===== config.mk =====
export PLATFORM = sky130hd
export DESIGN_NAME = swot_queue
export DESIGN_NICKNAME = d
export VERILOG_FILES = /design/src/rtl/core/swot_pkg.sv /design/src/rtl/core/swot_queue.sv
export SDC_FILE = /design/constraint.sdc
export NUM_CORES = 1
export LEC_CHECK = 0
export BUFFER_PORTS_ARGS = -buffer_cell sky130_fd_sc_hd__buf_2
export CAP_MARGIN = 10
export CELL_PAD_IN_SITES_DETAIL_PLACEMENT = 0
export CELL_PAD_IN_SITES_GLOBAL_PLACEMENT = 1
export CORE_ASPECT_RATIO = 0.6
export CORE_UTILIZATION = 44
export CTS_CLUSTER_DIAMETER = 30
export CTS_CLUSTER_SIZE = 10
export DETAILED_ROUTE_END_ITERATION = 10
export PLACE_DENSITY = 0.9
export RECOVER_POWER = 100
export SLEW_MARGIN = 5
export SYNTH_ARGS = -nofsm -noshare
export SYNTH_HDL_FRONTEND = slang
export SYNTH_SLANG_ARGS = --single-unit

===== constraint.sdc =====
create_clock -name clk -period 9.6 [get_ports clk]
set_clock_uncertainty 0.15 [all_clocks]
set_input_delay 1.92 -clock clk [delete_from_list [all_inputs] [get_ports clk]]
set_output_delay 1.92 -clock clk [all_outputs]
set_load 0.02 [all_outputs]

===== src/rtl/core/swot_pkg.sv =====
// ----------------------------------------------------------------------------
// swot_pkg: shared types and constants of the wall occlusion test core
// Sizes, command and wall entry formats, and the per-edge compare helpers.
// ----------------------------------------------------------------------------
package swot_pkg;

  localparam int MAX_WALLS   = 64;
  localparam int COORD_BITS  = 16;
  localparam int SIZE_W      = COORD_BITS - 1;
  localparam int WIDX_W      = 6;
  localparam int CFG_W       = 7;
  localparam int ADDR_W      = (MAX_WALLS > 1) ? $clog2(MAX_WALLS) : 1;
  localparam int CNT_W       = $clog2(MAX_WALLS + 1);
  localparam int D_W         = COORD_BITS + 1;   // segment delta, far corner
  localparam int DIFF_W      = COORD_BITS + 2;   // viewer minus a corner coordinate
  localparam int PROD_W      = D_W + DIFF_W;
  localparam int K_W         = PROD_W + 1;
  localparam int QUEUE_DEPTH = 2;
  localparam int QPTR_W      = (QUEUE_DEPTH > 1) ? $clog2(QUEUE_DEPTH) : 1;
  localparam int QCNT_W      = $clog2(QUEUE_DEPTH + 1);

  typedef enum logic [0:0] {
    OP_LOAD  = 1'b0,
    OP_QUERY = 1'b1
  } op_t;

  typedef enum logic [1:0] {
    ST_IDLE,
    ST_SCAN,
    ST_DRAIN,
    ST_DONE
  } state_t;

  typedef struct packed {
    logic signed [COORD_BITS-1:0] left;
    logic signed [COORD_BITS-1:0] top;
    logic [SIZE_W-1:0]            width;
    logic [SIZE_W-1:0]            height;
  } wall_t;

  typedef struct packed {
    logic                         is_query;
    logic                         load_ok;
    logic [ADDR_W-1:0]            addr;
    wall_t                        wall;
    logic signed [COORD_BITS-1:0] x1;
    logic signed [COORD_BITS-1:0] y1;
    logic signed [D_W-1:0]        dx;
    logic signed [D_W-1:0]        dy;
  } cmd_t;

  typedef struct packed {
    logic full;
    logic empty;
  } q_stat_t;

  // True when n/d lies in [0, 1]; d is known to be nonzero by the caller.
  function automatic logic ratio_in_unit(input logic signed [DIFF_W-1:0] n,
                                         input logic signed [D_W-1:0] d);
    logic signed [DIFF_W-1:0] de;
    logic n_neg;
    logic n_zero;
    de     = DIFF_W'(d);
    n_neg  = n[DIFF_W-1];
    n_zero = (n == '0);
    if (!d[D_W-1]) begin
      return !n_neg && (n <= de);
    end
    return (n_neg || n_zero) && (n >= de);
  endfunction

  // The crossing along the edge is in [0, 1] when the cross products at both
  // ends of the edge have the signs that the sign of the denominator asks for.
  function automatic logic u_in_unit(input logic d_pos,
                                     input logic signed [K_W-1:0] k3,
                                     input logic signed [K_W-1:0] k4);
    logic ge3, le3, ge4, le4;
    ge3 = !k3[K_W-1];
    le3 = k3[K_W-1] || (k3 == '0);
    ge4 = !k4[K_W-1];
    le4 = k4[K_W-1] || (k4 == '0);
    return d_pos ? (ge3 && le4) : (le3 && ge4);
  endfunction

endpackage


===== src/rtl/core/swot_queue.sv =====
// ----------------------------------------------------------------------------
// swot_queue: short command queue between intake and execution
// Register-based FIFO that lets the two sides stall independently.
// ----------------------------------------------------------------------------
module swot_queue (
  input  logic              clk,
  input  logic              rst_n,
  input  logic              push,
  input  swot_pkg::cmd_t    push_cmd,
  input  logic              pop,
  output swot_pkg::cmd_t    head,
  output swot_pkg::q_stat_t stat
);
  import swot_pkg::*;

  cmd_t              mem_r [QUEUE_DEPTH];
  logic [QPTR_W-1:0] wptr_r, wptr_nxt;
  logic [QPTR_W-1:0] rptr_r, rptr_nxt;
  logic [QCNT_W-1:0] count_r, count_nxt;

  always_comb begin
    wptr_nxt  = push ? (wptr_r + QPTR_W'(1)) : wptr_r;
    rptr_nxt  = pop  ? (rptr_r + QPTR_W'(1)) : rptr_r;
    count_nxt = count_r;
    if (push && !pop) begin
      count_nxt = count_r + QCNT_W'(1);
    end else if (pop && !push) begin
      count_nxt = count_r - QCNT_W'(1);
    end
  end

  always_ff @(posedge clk) begin
    if (!rst_n) begin
      wptr_r  <= '0;
      rptr_r  <= '0;
      count_r <= '0;
    end else begin
      wptr_r  <= wptr_nxt;
      rptr_r  <= rptr_nxt;
      count_r <= count_nxt;
    end
  end

  always_ff @(posedge clk) begin
    if (push) begin
      mem_r[wptr_r] <= push_cmd;
    end
  end

  assign head       = mem_r[rptr_r];
  assign stat.full  = (count_r == QCNT_W'(QUEUE_DEPTH));
  assign stat.empty = (count_r == '0);

endmodule


==> run_results.csv <==
group,metric,value,unit
global_routing,grt_pass1_wl,29000,um
pwr,p_per_area,237,mW/mm^2
worst_setup_path,endpoint_kind,"flip-flop",
logic_synthesis,synth_top_area_cell,"edfxtp_1",
outcome,violations,"max-capacitance violations, max-slew violations",
timing,setup_ws,2890,ps
clock_network,holdBufCountCts,0,
timing,fin_crit,6710,ps
timing,slew_headroom,-101,%
clock_network,cts.htree.levels,2,
timing,worst_pin_slew,3000,ps
clock_network,clock-root-buffer,"clkbuf_16",
logic_synthesis,synth.avg_cell_area,22.9,sq um
detailed_routing,final_antenna_net_count,0,
detailed_routing,wl_met3,1800,um
placed_design,dp_slack,5120,ps
worst_setup_path,cp_slowest_cell,"nor2b_1",
detailed_routing,met2_length,8730,um
global_routing,grt_pass1_vias,5326,
worst_setup_path,crit_fanout,103,
cells_and_area,layout_common_cells,"272 x edfxtp_1, 166 x clkbuf_1, 121 x buf_2, 83 x mux2_2, 51 x mux2_1",
floorplanning,dieArea,0.0238,sq mm
floorplanning,fp.coreArea,0.0224,sq mm
cells_and_area,area_growth,25.0,%
logic_synthesis,synthArstFlopShare,0,%
timing,slew_violations,210,
worst_setup_path,cp.required,9510,ps
placed_design,hpwl,12700,um
clock_network,cts_tree,"built",
clock_network,clk_pin_slew_worst_paths,50,ps
detailed_routing,wl_met1,8760,um
floorplanning,num_io_pins,278,
timing,setup_tns,0,ps
cells_and_area,mostFrequentLayoutCell,"edfxtp_1",
worst_setup_path,critPathMaxStageDelay,2240,ps
logic_synthesis,synth_edf_count,272,
global_routing,grt_max_degree,104,
cells_and_area,fillCellCount,1789,
worst_setup_path,crit_arrival,6620,ps
clock_network,cts_made_buffers,39,
floorplanning,die_w,198,um
cells_and_area,multi_input_area,0.00165,sq mm
clock_network,post_cts_resized,0,
floorplanning,initial_core_util,45.5,%
logic_synthesis,ys.flop_type,"edfxtp_1",
detailed_routing,drc,0,
clock_network,post_cts.repair.setup_buffers,0,
cells_and_area,fin_nets,894,
timing,rsz0062_at_grt,"no",
detailed_routing,highest_layer,"met5",
worst_setup_path,setup.worst_path.start_class,"input port",
cells_and_area,regArea,0.00827,sq mm
clock_network,cts_sinks,277,
timing,finalSetupViolCount,0,
detailed_routing,num_vias,5239,
pwr,peakVddDrop,0.170,mV
worst_setup_path,critPathKind,"input port to flip-flop",
detailed_routing,wl_per_cell,18.1,um
timing,max_freq,0.149,GHz
logic_synthesis,ys_types,18,
placed_design,portBuffers,277,
logic_synthesis,synth_fp_nets,586,
cells_and_area,num_antenna_cells,0,
logic_synthesis,syn-cell-area,0.0102,sq mm
pwr,power,3.02,mW
worst_setup_path,path_cells,"clkbuf_1 > nor2b_1 > clkbuf_2",
detailed_routing,dr.pass1.iters,4,
logic_synthesis,synth_area_leaders,"edfxtp_1 80%, mux2_2 11%, mux2_4 5.9%, dfxtp_1 0.98%, buf_6 0.66%",
logic_synthesis,netlist_instances,445,
logic_synthesis,synth_top_area_share,80.2,%
cells_and_area,layout-drive-gt1-share,33.9,%
worst_setup_path,cp_top_family,"buffers and inverters",
timing,hold_violations,0,
pwr,leakage,4.44,nW
global_routing,grt_use_total,16.3,%
detailed_routing,viasPerCell,4.82,
logic_synthesis,ys_ff_latch,277,
detailed_routing,wl,19700,um
worst_setup_path,path_buf_inv,2,
logic_synthesis,ys_warn_count,0,
placed_design,gp_congestion,0.714,
global_routing,antenna_found_initial,4,
timing,finalCritPeriodShare,69.8,%
detailed_routing,drt_iter0_drc,197,
outcome,outcome,"complete, but fails checks",
clock_network,insertion_delay,510,ps
min_path,hold_class,"flip-flop to flip-flop",
clock_network,cts_max_path_buffers,3,
floorplanning,row_count,42,
logic_synthesis,ys_seq_area_share,81.2,%
floorplanning,die_h,120,um
global_routing,overflow,0,
job,maxCapViolCount,4,
-- worst paths after layout --
| path | startpoint | to | slack (ps) | depth (start not counted) |
|---|---|---|---|---|
| max | push | mem_r[0][107]$_DFFE_PP_ | 2890 | 3 |
| min | count_r[1]$_SDFFE_PN0P_ | count_r[1]$_SDFFE_PN0P_ | 420 | 2 |
| min reg2reg | count_r[1]$_SDFFE_PN0P_ | count_r[1]$_SDFFE_PN0P_ | 420 | 2 |
| max reg2reg | wptr_r$_SDFFE_PN0P_ | mem_r[0][107]$_DFFE_PP_ | 4160 | 2 |
-- sequential cells by signal, summed over array words and instances, names as in the netlist, named ones only --
signal   count
rptr_r       1
wptr_r       1
count_r      2
mem_r      272
-- cell type report --
| type | instances | area share [%] |
|---|---|---|
| Clock inverter | 17 | 1.42 |
| Multi-Input combinational cell | 152 | 13.0 |
| Inverter | 1 | 0.0295 |
| Timing Repair Buffer | 282 | 9.63 |
| Clock buffer | 49 | 7.96 |
| Tap cell | 308 | 3.03 |
| Sequential cell | 277 | 64.9 |
-- synth_stat cells, types with 2 or more instances --
cell type  count
xor2_1         2
mux2_2        96
mux2_4        40
buf_2          9
edfxtp_1     272
and2_1         4
dfxtp_1        5
buf_6          6
nor2b_1        2
-- worst reg2reg max path, cell delays in order, from the launching register on --
cell and delay, ps:
dfxtp_1 320, nor2b_1 2210, clkbuf_2 2220
-- metrics by stage --
stage               util [%]  area, sq um  std cells  hold WS, ps
finish                  56.9        12700       1086          415
detailed placement      53.2        11900       1020          386
floorplan                  -        10200        445          324
global route            56.9        12700       1086          440
global placement        53.2        11900       1020          357
CTS                     58.5        13100       1086          428
-- report_power, final --
part | internal [mW] | leakage, nW | switching, mW
registers | 1.40 | 2.59 | 0.0190
clock network | 0.827 | 0.578 | 0.481
logic | 0.104 | 1.27 | 0.187
-- per-layer routing --
layer  vias up  track usage (%)
li1       2399                -
met1      2588             21.5
met2       204             24.5
met3        40             6.58
met4         8             5.67
met5         -                0
-- cells by family after synthesis --
logic type / share of synthesized area [%]
xor gates and xnor gates: 0.258
adders and majority gates: 0.123
AOI/OAI and AO/OA: 0.197
buffers and inverters: 1.14
DFF: 81.2
and+or+nand+nor: 0.541
muxes: 16.5
Note: power is estimated with default switching activity, not from simulation.
