==> src/rtl/core/swot_pkg.sv <==
// ----------------------------------------------------------------------------
// swot_pkg: shared types and constants of the wall occlusion test core
// Sizes, command and wall entry formats, and the per-edge compare helpers.
// ----------------------------------------------------------------------------
package swot_pkg;

  localparam int MAX_WALLS   = 64;
  localparam int COORD_BITS  = 16;
  localparam int SIZE_W      = COORD_BITS - 1;
  localparam int WIDX_W      = 6;
  localparam int CFG_W       = 7;
  localparam int ADDR_W      = (MAX_WALLS > 1) ? $clog2(MAX_WALLS) : 1;
  localparam int CNT_W       = $clog2(MAX_WALLS + 1);
  localparam int D_W         = COORD_BITS + 1;   // segment delta, far corner
  localparam int DIFF_W      = COORD_BITS + 2;   // viewer minus a corner coordinate
  localparam int PROD_W      = D_W + DIFF_W;
  localparam int K_W         = PROD_W + 1;
  localparam int QUEUE_DEPTH = 2;
  localparam int QPTR_W      = (QUEUE_DEPTH > 1) ? $clog2(QUEUE_DEPTH) : 1;
  localparam int QCNT_W      = $clog2(QUEUE_DEPTH + 1);

  typedef enum logic [0:0] {
    OP_LOAD  = 1'b0,
    OP_QUERY = 1'b1
  } op_t;

  typedef enum logic [1:0] {
    ST_IDLE,
    ST_SCAN,
    ST_DRAIN,
    ST_DONE
  } state_t;

  typedef struct packed {
    logic signed [COORD_BITS-1:0] left;
    logic signed [COORD_BITS-1:0] top;
    logic [SIZE_W-1:0]            width;
    logic [SIZE_W-1:0]            height;
  } wall_t;

  typedef struct packed {
    logic                         is_query;
    logic                         load_ok;
    logic [ADDR_W-1:0]            addr;
    wall_t                        wall;
    logic signed [COORD_BITS-1:0] x1;
    logic signed [COORD_BITS-1:0] y1;
    logic signed [D_W-1:0]        dx;
    logic signed [D_W-1:0]        dy;
  } cmd_t;

  typedef struct packed {
    logic full;
    logic empty;
  } q_stat_t;

  // True when n/d lies in [0, 1]; d is known to be nonzero by the caller.
  function automatic logic ratio_in_unit(input logic signed [DIFF_W-1:0] n,
                                         input logic signed [D_W-1:0] d);
    logic signed [DIFF_W-1:0] de;
    logic n_neg;
    logic n_zero;
    de     = DIFF_W'(d);
    n_neg  = n[DIFF_W-1];
    n_zero = (n == '0);
    if (!d[D_W-1]) begin
      return !n_neg && (n <= de);
    end
    return (n_neg || n_zero) && (n >= de);
  endfunction

  // The crossing along the edge is in [0, 1] when the cross products at both
  // ends of the edge have the signs that the sign of the denominator asks for.
  function automatic logic u_in_unit(input logic d_pos,
                                     input logic signed [K_W-1:0] k3,
                                     input logic signed [K_W-1:0] k4);
    logic ge3, le3, ge4, le4;
    ge3 = !k3[K_W-1];
    le3 = k3[K_W-1] || (k3 == '0);
    ge4 = !k4[K_W-1];
    le4 = k4[K_W-1] || (k4 == '0);
    return d_pos ? (ge3 && le4) : (le3 && ge4);
  endfunction

endpackage

==> src/rtl/core/swot_front.sv <==
// ----------------------------------------------------------------------------
// swot_front: intake of the wall occlusion test core
// Decodes each item into a load or a query command and pushes it to the queue.
// ----------------------------------------------------------------------------
module swot_front (
  input  logic                                   in_valid,
  output logic                                   in_ready,
  input  logic                                   in_op,
  input  logic [swot_pkg::WIDX_W-1:0]            in_wall_index,
  input  logic signed [swot_pkg::COORD_BITS-1:0] in_wall_left,
  input  logic signed [swot_pkg::COORD_BITS-1:0] in_wall_top,
  input  logic [swot_pkg::SIZE_W-1:0]            in_wall_width,
  input  logic [swot_pkg::SIZE_W-1:0]            in_wall_height,
  input  logic signed [swot_pkg::COORD_BITS-1:0] in_viewer_x,
  input  logic signed [swot_pkg::COORD_BITS-1:0] in_viewer_y,
  input  logic signed [swot_pkg::COORD_BITS-1:0] in_target_x,
  input  logic signed [swot_pkg::COORD_BITS-1:0] in_target_y,
  input  swot_pkg::q_stat_t                      q_stat,
  output logic                                   q_push,
  output swot_pkg::cmd_t                         q_cmd
);
  import swot_pkg::*;

  assign in_ready = !q_stat.full;
  assign q_push   = in_valid && in_ready;

  always_comb begin
    q_cmd.is_query    = (op_t'(in_op) == OP_QUERY);
    // A load beyond the store depth is dropped by the back end.
    q_cmd.load_ok     = (32'(in_wall_index) < 32'(MAX_WALLS));
    q_cmd.addr        = ADDR_W'(in_wall_index);
    q_cmd.wall.left   = in_wall_left;
    q_cmd.wall.top    = in_wall_top;
    q_cmd.wall.width  = in_wall_width;
    q_cmd.wall.height = in_wall_height;
    q_cmd.x1          = in_viewer_x;
    q_cmd.y1          = in_viewer_y;
    q_cmd.dx          = D_W'(in_viewer_x) - D_W'(in_target_x);
    q_cmd.dy          = D_W'(in_viewer_y) - D_W'(in_target_y);
  end

endmodule

==> config.mk <==
export PLATFORM = sky130hd
export DESIGN_NAME = swot_front
export DESIGN_NICKNAME = d
export VERILOG_FILES = /design/src/rtl/core/swot_pkg.sv /design/src/rtl/core/swot_front.sv
export SDC_FILE = /design/constraint.sdc
export NUM_CORES = 1
export LEC_CHECK = 0
export ABC_CLOCK_PERIOD_IN_PS = 3600
export BUFFER_PORTS_ARGS = -buffer_cell sky130_fd_sc_hd__buf_2
export CORE_AREA = 2 2 105 107
export DETAILED_ROUTE_END_ITERATION = 7
export DIE_AREA = 0 0 107 109
export GPL_TIMING_DRIVEN = 1
export PLACE_DENSITY_LB_ADDON = 0.1
export SETUP_SLACK_MARGIN = 0.3
export SYNTH_ARGS = -nofsm -noshare
export SYNTH_HDL_FRONTEND = slang
export SYNTH_SLANG_ARGS = --single-unit
==> constraint.sdc <==
create_clock -name vclk -period 3.6
set_input_delay 0.54 -clock vclk [all_inputs]
set_output_delay 0.54 -clock vclk [all_outputs]
set_load 0.01 [all_outputs]
==> impl_table.tex <==
\begin{tabular}{lr}
\hline
Metric & Value \\
\hline
\multicolumn{2}{l}{\textbf{Routing}} \\
\quad Count of TritonRoute iterations in the first routing pass & 4 \\
\quad Residual antenna-violating net count after detailed routing & 0 \\
\quad Violation count after the first detailed-routing iteration & 37 \\
\quad DRC errors left & 0 \\
\quad Routed wire length per instance & 11.1 µm \\
\quad Vias post-DR & approximately 2200 \\
\quad Avg Vias per Cell & between 4 and 5 \\
\quad Wirelength, routed & around 5700 µm \\
\multicolumn{2}{l}{\textbf{GRT}} \\
\quad Vias in the first global route & 1874 \\
\quad Leftover overflow at the end of global routing & 0 \\
\quad Initial antenna violation count & 0 \\
\quad Wire length of the first global-routing pass & between 8000 and 9000 µm \\
\quad Overall routing resource usage & 8.66\% \\
\quad Maximum number of pins on one net before global-route repair & 9 \\
\multicolumn{2}{l}{\textbf{Min path}} \\
\quad Worst hold endpoint & q\_cmd[107] \\
\quad Hold/Removal Path Class & input pin to primary output \\
\quad Hold wc startpoint & in\_wall\_top[11] \\
\quad Cell depth of the worst hold path & 0 \\
\multicolumn{2}{l}{\textbf{Synth}} \\
\quad Cell type contributing the most total cell area after synthesis & sky130\_fd\_sc\_hd\_\_buf\_4 \\
\quad Synthesized area & 2460 µm² \\
\quad Fraction of post-synthesis cell area in the top cell type by area & 31.1\% \\
\quad Syn Inst Count & 347 \\
\quad Library cells used by synthesis & 47 \\
\quad Leading cell types by total area after synthesis & sky130\_fd\_sc\_hd\_\_buf\_4 (31\%), sky130\_fd\_sc\_hd\_\_ha\_1 (16\%), sky130\_fd\_sc\_hd\_\_inv\_1 (7.0\%) \\
\quad Leading post-synthesis cells by instance count & sky130\_fd\_sc\_hd\_\_buf\_4 (102), sky130\_fd\_sc\_hd\_\_inv\_1 (46), sky130\_fd\_sc\_hd\_\_ha\_1 (32) \\
\quad Most common cell in the synthesized netlist & sky130\_fd\_sc\_hd\_\_buf\_4 \\
\quad Warning count from the yosys run & 0 \\
\quad Post-Synthesis Mean Instance Area & a little over 7 µm² \\
\quad Part of the Yosys area used for sequential elements & 0\% \\
\quad Syn\_nets & approximately 520 \\
\multicolumn{2}{l}{\textbf{Finish}} \\
\quad Non-filler instance count after layout & around 520 \\
\quad Share of layout cells above drive strength 1 & 38.7\% \\
\quad Number of flip-flops and latches & 0 \\
\quad Post-layout util & 24.0\% \\
\quad Layout overhead on the synthesized area & 3.41\% \\
\quad Area of all sequential standard cells & 0 µm² \\
\quad Antenna diode count & 0 \\
\quad Layout net count & 547 \\
\quad Count of clock buffers in the final design & 0 \\
\multicolumn{2}{l}{\textbf{Die}} \\
\quad Die width & 107 µm \\
\quad Area of the die & 11700 µm² \\
\quad Boundary Pins & 274 \\
\quad Area inside the core boundary & 10600 µm² \\
\quad Die H & 109 µm \\
\quad Standard-cell rows & 38 \\
\quad Initial core utilization & 23.2\% \\
\multicolumn{2}{l}{\textbf{STA}} \\
\quad Slew Limit Fails & 0 \\
\quad Share of the cycle needed by the critical path after routing & 86.0\% \\
\quad Minimum clock period after layout & 3.10 ns \\
\quad Setup ws final & 0.504 ns \\
\quad RSZ-0062 raised after global routing & false \\
\quad Max Clock Freq & around 320 MHz \\
\quad Worst hold slack & between 1 and 1.5 ns \\
\quad Final setup violation count & 0 \\
\quad Final hold violation count & 0 \\
\quad Total negative slack for setup checks & 0 ns \\
\multicolumn{2}{l}{\textbf{Setup path}} \\
\quad Max FO, Critical Path & 4 \\
\quad Arrival time of data at the critical path endpoint & between 2 and 3 ns \\
\quad Nature of the critical path endpoint & primary output \\
\quad Critical path class & input pin to primary output \\
\quad Startpoint Class & input pin \\
\quad Data required, critical path & 3.06 ns \\
\multicolumn{2}{l}{\textbf{Placement}} \\
\quad IO Port Bufs & $\sim$130 \\
\quad Dpl ws & 0.359 ns \\
\quad Total placed cells including tap cells & 515 \\
\quad Final estimated routing congestion in global placement & 0.779 \\
\quad Detail Placement HPWL & 5180 µm \\
\multicolumn{2}{l}{\textbf{Power and ir drop}} \\
\quad IR drop worst, VDD & between 0.06 and 0.07 mV \\
\quad Power density cells & 191 nW/µm² \\
\quad Reported leakage power & around 0.0014 µW \\
\multicolumn{2}{l}{\textbf{Run}} \\
\quad Max Cap Viol & 0 \\
\multicolumn{2}{l}{\textbf{Outcome}} \\
\quad Status & finished clean \\
\hline
\end{tabular}
-- repair_timing --
action	4_1_cts	5_1_grt
hold buffers	0	0
setup buffers	0	0
gates resized for setup	0	4
hold endpoints to repair	0	0
endpoints found under the setup margin	0	4
-- layout by cell type, fill, tap and decap left out, types with 5 or more instances in the layout --
cell / Yosys / routed
sky130_fd_sc_hd__nand3_1: 5 / 5
sky130_fd_sc_hd__nor2_1: 19 / 19
sky130_fd_sc_hd__xnor2_1: 11 / 11
sky130_fd_sc_hd__o21ai_0: 7 / 7
sky130_fd_sc_hd__inv_1: 46 / 46
sky130_fd_sc_hd__xor2_1: 9 / 9
sky130_fd_sc_hd__buf_2: 0 / 134
sky130_fd_sc_hd__o21a_1: 7 / 7
sky130_fd_sc_hd__nand2_1: 10 / 10
sky130_fd_sc_hd__o211ai_1: 5 / 5
sky130_fd_sc_hd__a21o_1: 11 / 11
sky130_fd_sc_hd__ha_1: 32 / 32
sky130_fd_sc_hd__a21oi_1: 23 / 22
sky130_fd_sc_hd__nor2b_1: 6 / 5
-- layer usage --
layer | GRT usage (%) | routed length, µm | up-vias
li1 | - | - | 1126
met1 | 10.3 | 2330 | 946
met2 | 16.3 | 2760 | 110
met3 | 2.45 | 593 | 6
met4 | 0.371 | 17 | 0
met5 | 0 | 0 | -
-- power breakdown --
part	switching (µW)	total [µW]	internal (µW)
clock network	0	0	0
registers	0	0	0
logic	262	485	222
total	262	485	222
-- kinds of logic (layout without fill, tap and decap cells) --
kind of cell | after synthesis | in the layout | synth area share [%]
AO/OA/AOI/OAI | 81 | 81 | 23.4
XOR/XNOR | 20 | 20 | 7.12
adder cells (fa/ha/maj) | 34 | 34 | 17.9
buffers and inverters | 152 | 180 | 38.8
multiplexers | 2 | 2 | 0.865
other | 1 | 1 | 0.153
AND/OR/NAND/NOR | 57 | 57 | 11.8
-- worst max-delay path by stage --
stage | from | to | slack [ns] | depth (start not counted)
after global placement | in_viewer_y[0] | q_cmd[14] | 0.36 | 11
after CTS | in_viewer_y[0] | q_cmd[14] | 0.35 | 11
after floorplan | in_viewer_x[0] | q_cmd[31] | 0.81 | 8
after global routing | in_viewer_x[0] | q_cmd[33] | 0.33 | 11
after detailed placement | in_viewer_y[0] | q_cmd[14] | 0.36 | 11
final | in_viewer_x[0] | q_cmd[33] | 0.50 | 11
-- critical path: stages --
cell                        delay, ns
sky130_fd_sc_hd__buf_2           0.09
sky130_fd_sc_hd__inv_1           0.04
sky130_fd_sc_hd__ha_1            0.21
sky130_fd_sc_hd__fa_1            0.42
sky130_fd_sc_hd__nor2b_2         0.15
sky130_fd_sc_hd__o2111ai_1       0.13
sky130_fd_sc_hd__a21o_1          0.24
sky130_fd_sc_hd__a211o_1         0.37
sky130_fd_sc_hd__a21oi_2         0.14
sky130_fd_sc_hd__o22ai_1         0.09
sky130_fd_sc_hd__buf_2           0.14
-- metrics by stage --
step,area [µm²],power (µW)
detailed placement,2520,489
CTS,2520,491
finish,2540,485
global route,2540,547
global placement,2520,490
floorplan,2460,410
-- final cells by class --
type	count	area [µm²]
fill	1226	8060
multi-input combinational	195	1520
timing repair buffer	134	671
tap	140	175
inverter	46	173
No activity file was read; power rests on OpenSTA's default activity.
